$ cat config.mk
export PLATFORM = sky130hd
export DESIGN_NAME = pfus_ram
export DESIGN_NICKNAME = d
export VERILOG_FILES = /design/src/hw/rtl/prefetch_usefulness_set_sampler_assert.svh /design/src/hw/rtl/pfus_ram.sv
export SDC_FILE = /design/constraint.sdc
export NUM_CORES = 1
export LEC_CHECK = 0
export ABC_AREA = 0
export BUFFER_PORTS_ARGS = -buffer_cell sky130_fd_sc_hd__buf_2
export CAP_MARGIN = 20
export CORE_ASPECT_RATIO = 1.75
export CORE_MARGIN = 1
export CORE_UTILIZATION = 55
export CTS_CLUSTER_SIZE = 28
export DETAILED_ROUTE_END_ITERATION = 16
export PLACE_DENSITY = 0.71
export SYNTH_ARGS = -nofsm -noshare
export SYNTH_HDL_FRONTEND = slang
export SYNTH_SLANG_ARGS = --single-unit
$ cat constraint.sdc
create_clock -name clock -period 3.4 [get_ports clock]
set_input_delay 0 -clock clock [delete_from_list [all_inputs] [get_ports clock]]
set_output_delay 0 -clock clock [all_outputs]
set_load 0.02 [all_outputs]
$ cat src/hw/rtl/prefetch_usefulness_set_sampler_assert.svh
// Assertion macros shared by the sampler RTL.
`ifndef PREFETCH_USEFULNESS_SET_SAMPLER_ASSERT_SVH
`define PREFETCH_USEFULNESS_SET_SAMPLER_ASSERT_SVH

// The consequent must hold in the same cycle as the antecedent.
`define PFUS_ASSERT_SAME(label, clk, rst, ante, cons) \
   label: assert property (@(posedge clk) disable iff (rst) (ante) |-> (cons)) \
      else $error("sampler assertion failed");

// The consequent must hold in the next cycle after the antecedent.
`define PFUS_ASSERT_NEXT(label, clk, rst, ante, cons) \
   label: assert property (@(posedge clk) disable iff (rst) (ante) |=> (cons)) \
      else $error("sampler assertion failed");

`endif

$ cat src/hw/rtl/pfus_ram.sv
`timescale 1ns / 1ps

module pfus_ram #(
   parameter int WIDTH = 8,
   parameter int DEPTH = 64
) (
   input  logic                                      clock,
   input  logic                                      wr_en,
   input  logic [((DEPTH > 1) ? $clog2(DEPTH) : 1)-1:0] wr_addr,
   input  logic [WIDTH-1:0]                          wr_data,
   input  logic                                      rd_en,
   input  logic [((DEPTH > 1) ? $clog2(DEPTH) : 1)-1:0] rd_addr,
   output logic [WIDTH-1:0]                          rd_data
);

   logic [WIDTH-1:0] mem_ff [DEPTH];
   logic [WIDTH-1:0] rd_data_ff;

   always_ff @(posedge clock) begin
      if (wr_en) begin
         mem_ff[wr_addr] <= wr_data;
      end
      if (rd_en) begin
         rd_data_ff <= mem_ff[rd_addr];
      end
   end

   assign rd_data = rd_data_ff;

endmodule

==> impl_metrics.yaml <==
drt:
  postRouteAntennaNets: 0
  num_vias: 9637
  firstDrtPassIters: 5
  drt-wirelength-per-cell_microns: 30.10
  drtIter0Drc: 892
  wl_microns: 45240
  drc: 0
  vias_per_cell: 6.412
placed_design:
  place_hpwl_microns: 28580
  numPortBuffers: 30
  dpl.cell_count: 1410
  place_congestion: 0.8523
power:
  switching_power_w: 0.002583
  p_seq_share_pct: 56.2
  swShare_pct: 20.37
  peakVddDrop_v: 0.0004612
  p_leak_nw: 6.987
  power_frac_clock_pct: 38.5
  p_int_w: 0.01010
  p_comb_share_pct: 5.4
  power.density_mw_per_mm2: 564.2
logic_synthesis:
  synth_flop_cell: "edfxtp_1"
  ys_async_sr_fraction_pct: 0
  synth_cell_types: 39
  ys_ff_latch: 520
  syn_inst: 940
  syn-cell-area_sq_mm: 0.02025
  synth_most_common_cell: "edfxtp_1"
  yosysSeqAreaShare_pct: 77.12
  synth.top_cell.area_share_pct: 77.12
  synth_area_leaders: "edfxtp_1 (77%), mux4_2 (14%), nor2_1 (1.5%)"
  ys_warn_count: 0
  synthTopCellsByCount: "edfxtp_1 (520), mux4_2 (126), nor2_1 (83)"
  synth_area_leader_cell: "edfxtp_1"
  syn_avg_cell_area_sq_um: 21.54
  synth_fp_nets: 963
  synth-edff-count: 520
cells_and_area:
  diodes: 0
  drive_gt1_share_pct: 24.78
  fin_nets: 1023
  stdcell_count: 1503
  fillers: 2500
  area_growth_pct: 11.01
grt:
  grt_first_pass_wirelength_microns: 66540
  grt_pass1_vias: 10070
  antenna_found_initial: 0
  track_usage_pct: 24.94
  grt_start_max_net_pins: 65
  gr-total-overflow: 0
sta:
  finalSetupViolations: 0
  finalMaxSlewViolations: 0
  worst_slew_pin_slew_ns: 1.215
  hold-worst-slack_ns: 0.04676
  final-hold-violation-count: 0
  rsz0062_at_grt: "false"
  relSlewSlack_pct: 18.72
  finalCritPeriodShare_pct: 76.19
  period_minus_slack_ns: 2.590
  max_freq_mhz: 386.0
  skew_ns: 0.008641
  fin_setup_tns_ns: 0
floorplanning:
  std_cell_rows: 92
  die_h_microns: 255.8
  initial_core_util_pct: 56.02
  core_area_sq_mm: 0.03614
  die_area_sq_mm: 0.03761
  ios: 31
  dieWidth_microns: 147.0
worst_setup_path:
  regToRegSetupSlack_ns: 0.81
  critical_path_class: "register to register"
  reg2reg_to: "rd_data[2]"
  critical_path_peak_fanout: 1
  cp.arrival_ns: 2.85
  cp-end-kind: "register"
  cp-start-kind: "register"
  cp.required_ns: 3.66
  r2r_cells: 4
  r2r-start: "mem_ff[42][2]"
clocking:
  cts_setup_buffers: 0
  htreeDepth: 2
  holdBufCountCts: 2
  cts_tree: "yes"
  clk_latency_ns: 0.55
  cts_resized: 0
  cts_buffers: 43
  path_clk_slew_ns: 0.07
  cts_buffer_depth: 3
  clkSinkCount: 520
  clock-root-buffer: "clkbuf_16"
worst_hold_path:
  hold_path.class: "primary input to register"
  hold_path.startpoint: "rd_addr[5]"
  holdPathStages: 3
  hold_path_end: "rd_data[2]"
run:
  cap_violations: 0
run_status:
  status: "completed"
## cell families after synthesis
family | synth area share [%]
buf+inv | 1.563
mux | 15.88
simple gates | 3.374
flops | 77.12
compound gates | 2.064
## how the worst max path moves through the flow
stage | start | end | cells past startpoint
after floorplan | mem_ff[29][4] | rd_data[4] | 5
after global placement | rd_addr[1] | rd_data[2] | 6
after detailed placement | rd_addr[1] | rd_data[2] | 6
after CTS | mem_ff[46][2] | rd_data[2] | 4
after global routing | mem_ff[40][2] | rd_data[2] | 4
final | mem_ff[42][2] | rd_data[2] | 4
## flip-flops by register name, summed over array words and instances (netlist names)
register and count:
mem_ff 512, rd_data 8
## critical path: stages (launching register included)
cell	delay, ns
edfxtp_1	0.39
mux4_2	0.48
mux2_2	0.28
a221oi_1	0.97
o2bb2ai_1	0.18
## per-layer routing
layer	vias up	share of wire, %	global-route usage (%)
li1	4054	-	-
met1	5085	35	29.75
met2	398	55	45.00
met3	100	5.9	3.262
met4	0	4.3	11.05
met5	-	0	0
## layout by cell type, fill, tap and decap left out, types with 4 or more instances in the layout
master         instances
edfxtp_1             520
mux4_2               126
nor2_1                83
clkbuf_16             45
buf_2                 27
mux2i_1               23
nand2_1               19
buf_4                 19
nor2b_1               14
mux2_2                13
nand3_1               13
clkinv_1              10
clkbuf_1              10
buf_12                10
o221ai_1               8
o22ai_1                8
dlygate4sd3_1          8
nand2b_1               7
nor3_1                 7
clkinv_2               7
a221oi_1               6
a211oi_1               4
bufinv_16              4
## per-stage QoR
| stage | utilization [%] | instance area [sq um] | power, W | setup slack (ns) |
|---|---|---|---|---|
| floorplan | - | 20250 | 0.007645 | 1.570 |
| global placement | 57.80 | 20890 | 0.007910 | 0.3444 |
| detailed placement | 57.80 | 20890 | 0.007925 | 0.3215 |
| CTS | 61.65 | 22280 | 0.01272 | 0.8398 |
| global route | 62.18 | 22480 | 0.01299 | 0.7797 |
| finish | 62.18 | 22480 | 0.01268 | 0.8096 |
## power by group through the flow
stage               combinational (W)  clock (W)  sequential, W
floorplan                    0.000378          0        0.00727
global placement             0.000647          0        0.00726
detailed placement           0.000659          0        0.00727
CTS                          0.000663    0.00493        0.00713
global route                 0.000718    0.00515        0.00712
finish                       0.000679    0.00488        0.00712
## area by class of cell
cell class	count	area, sq um	share of cell area (%)
Clock inverter	23	209.0	0.9297
Tap cell	470	588.1	2.616
Timing Repair Buffer	66	584.3	2.600
Clock buffer	55	1164	5.177
Sequential cell	520	15620	69.48
Multi-Input combinational cell	369	4315	19.20
Power figures use the tool's default switching activity.
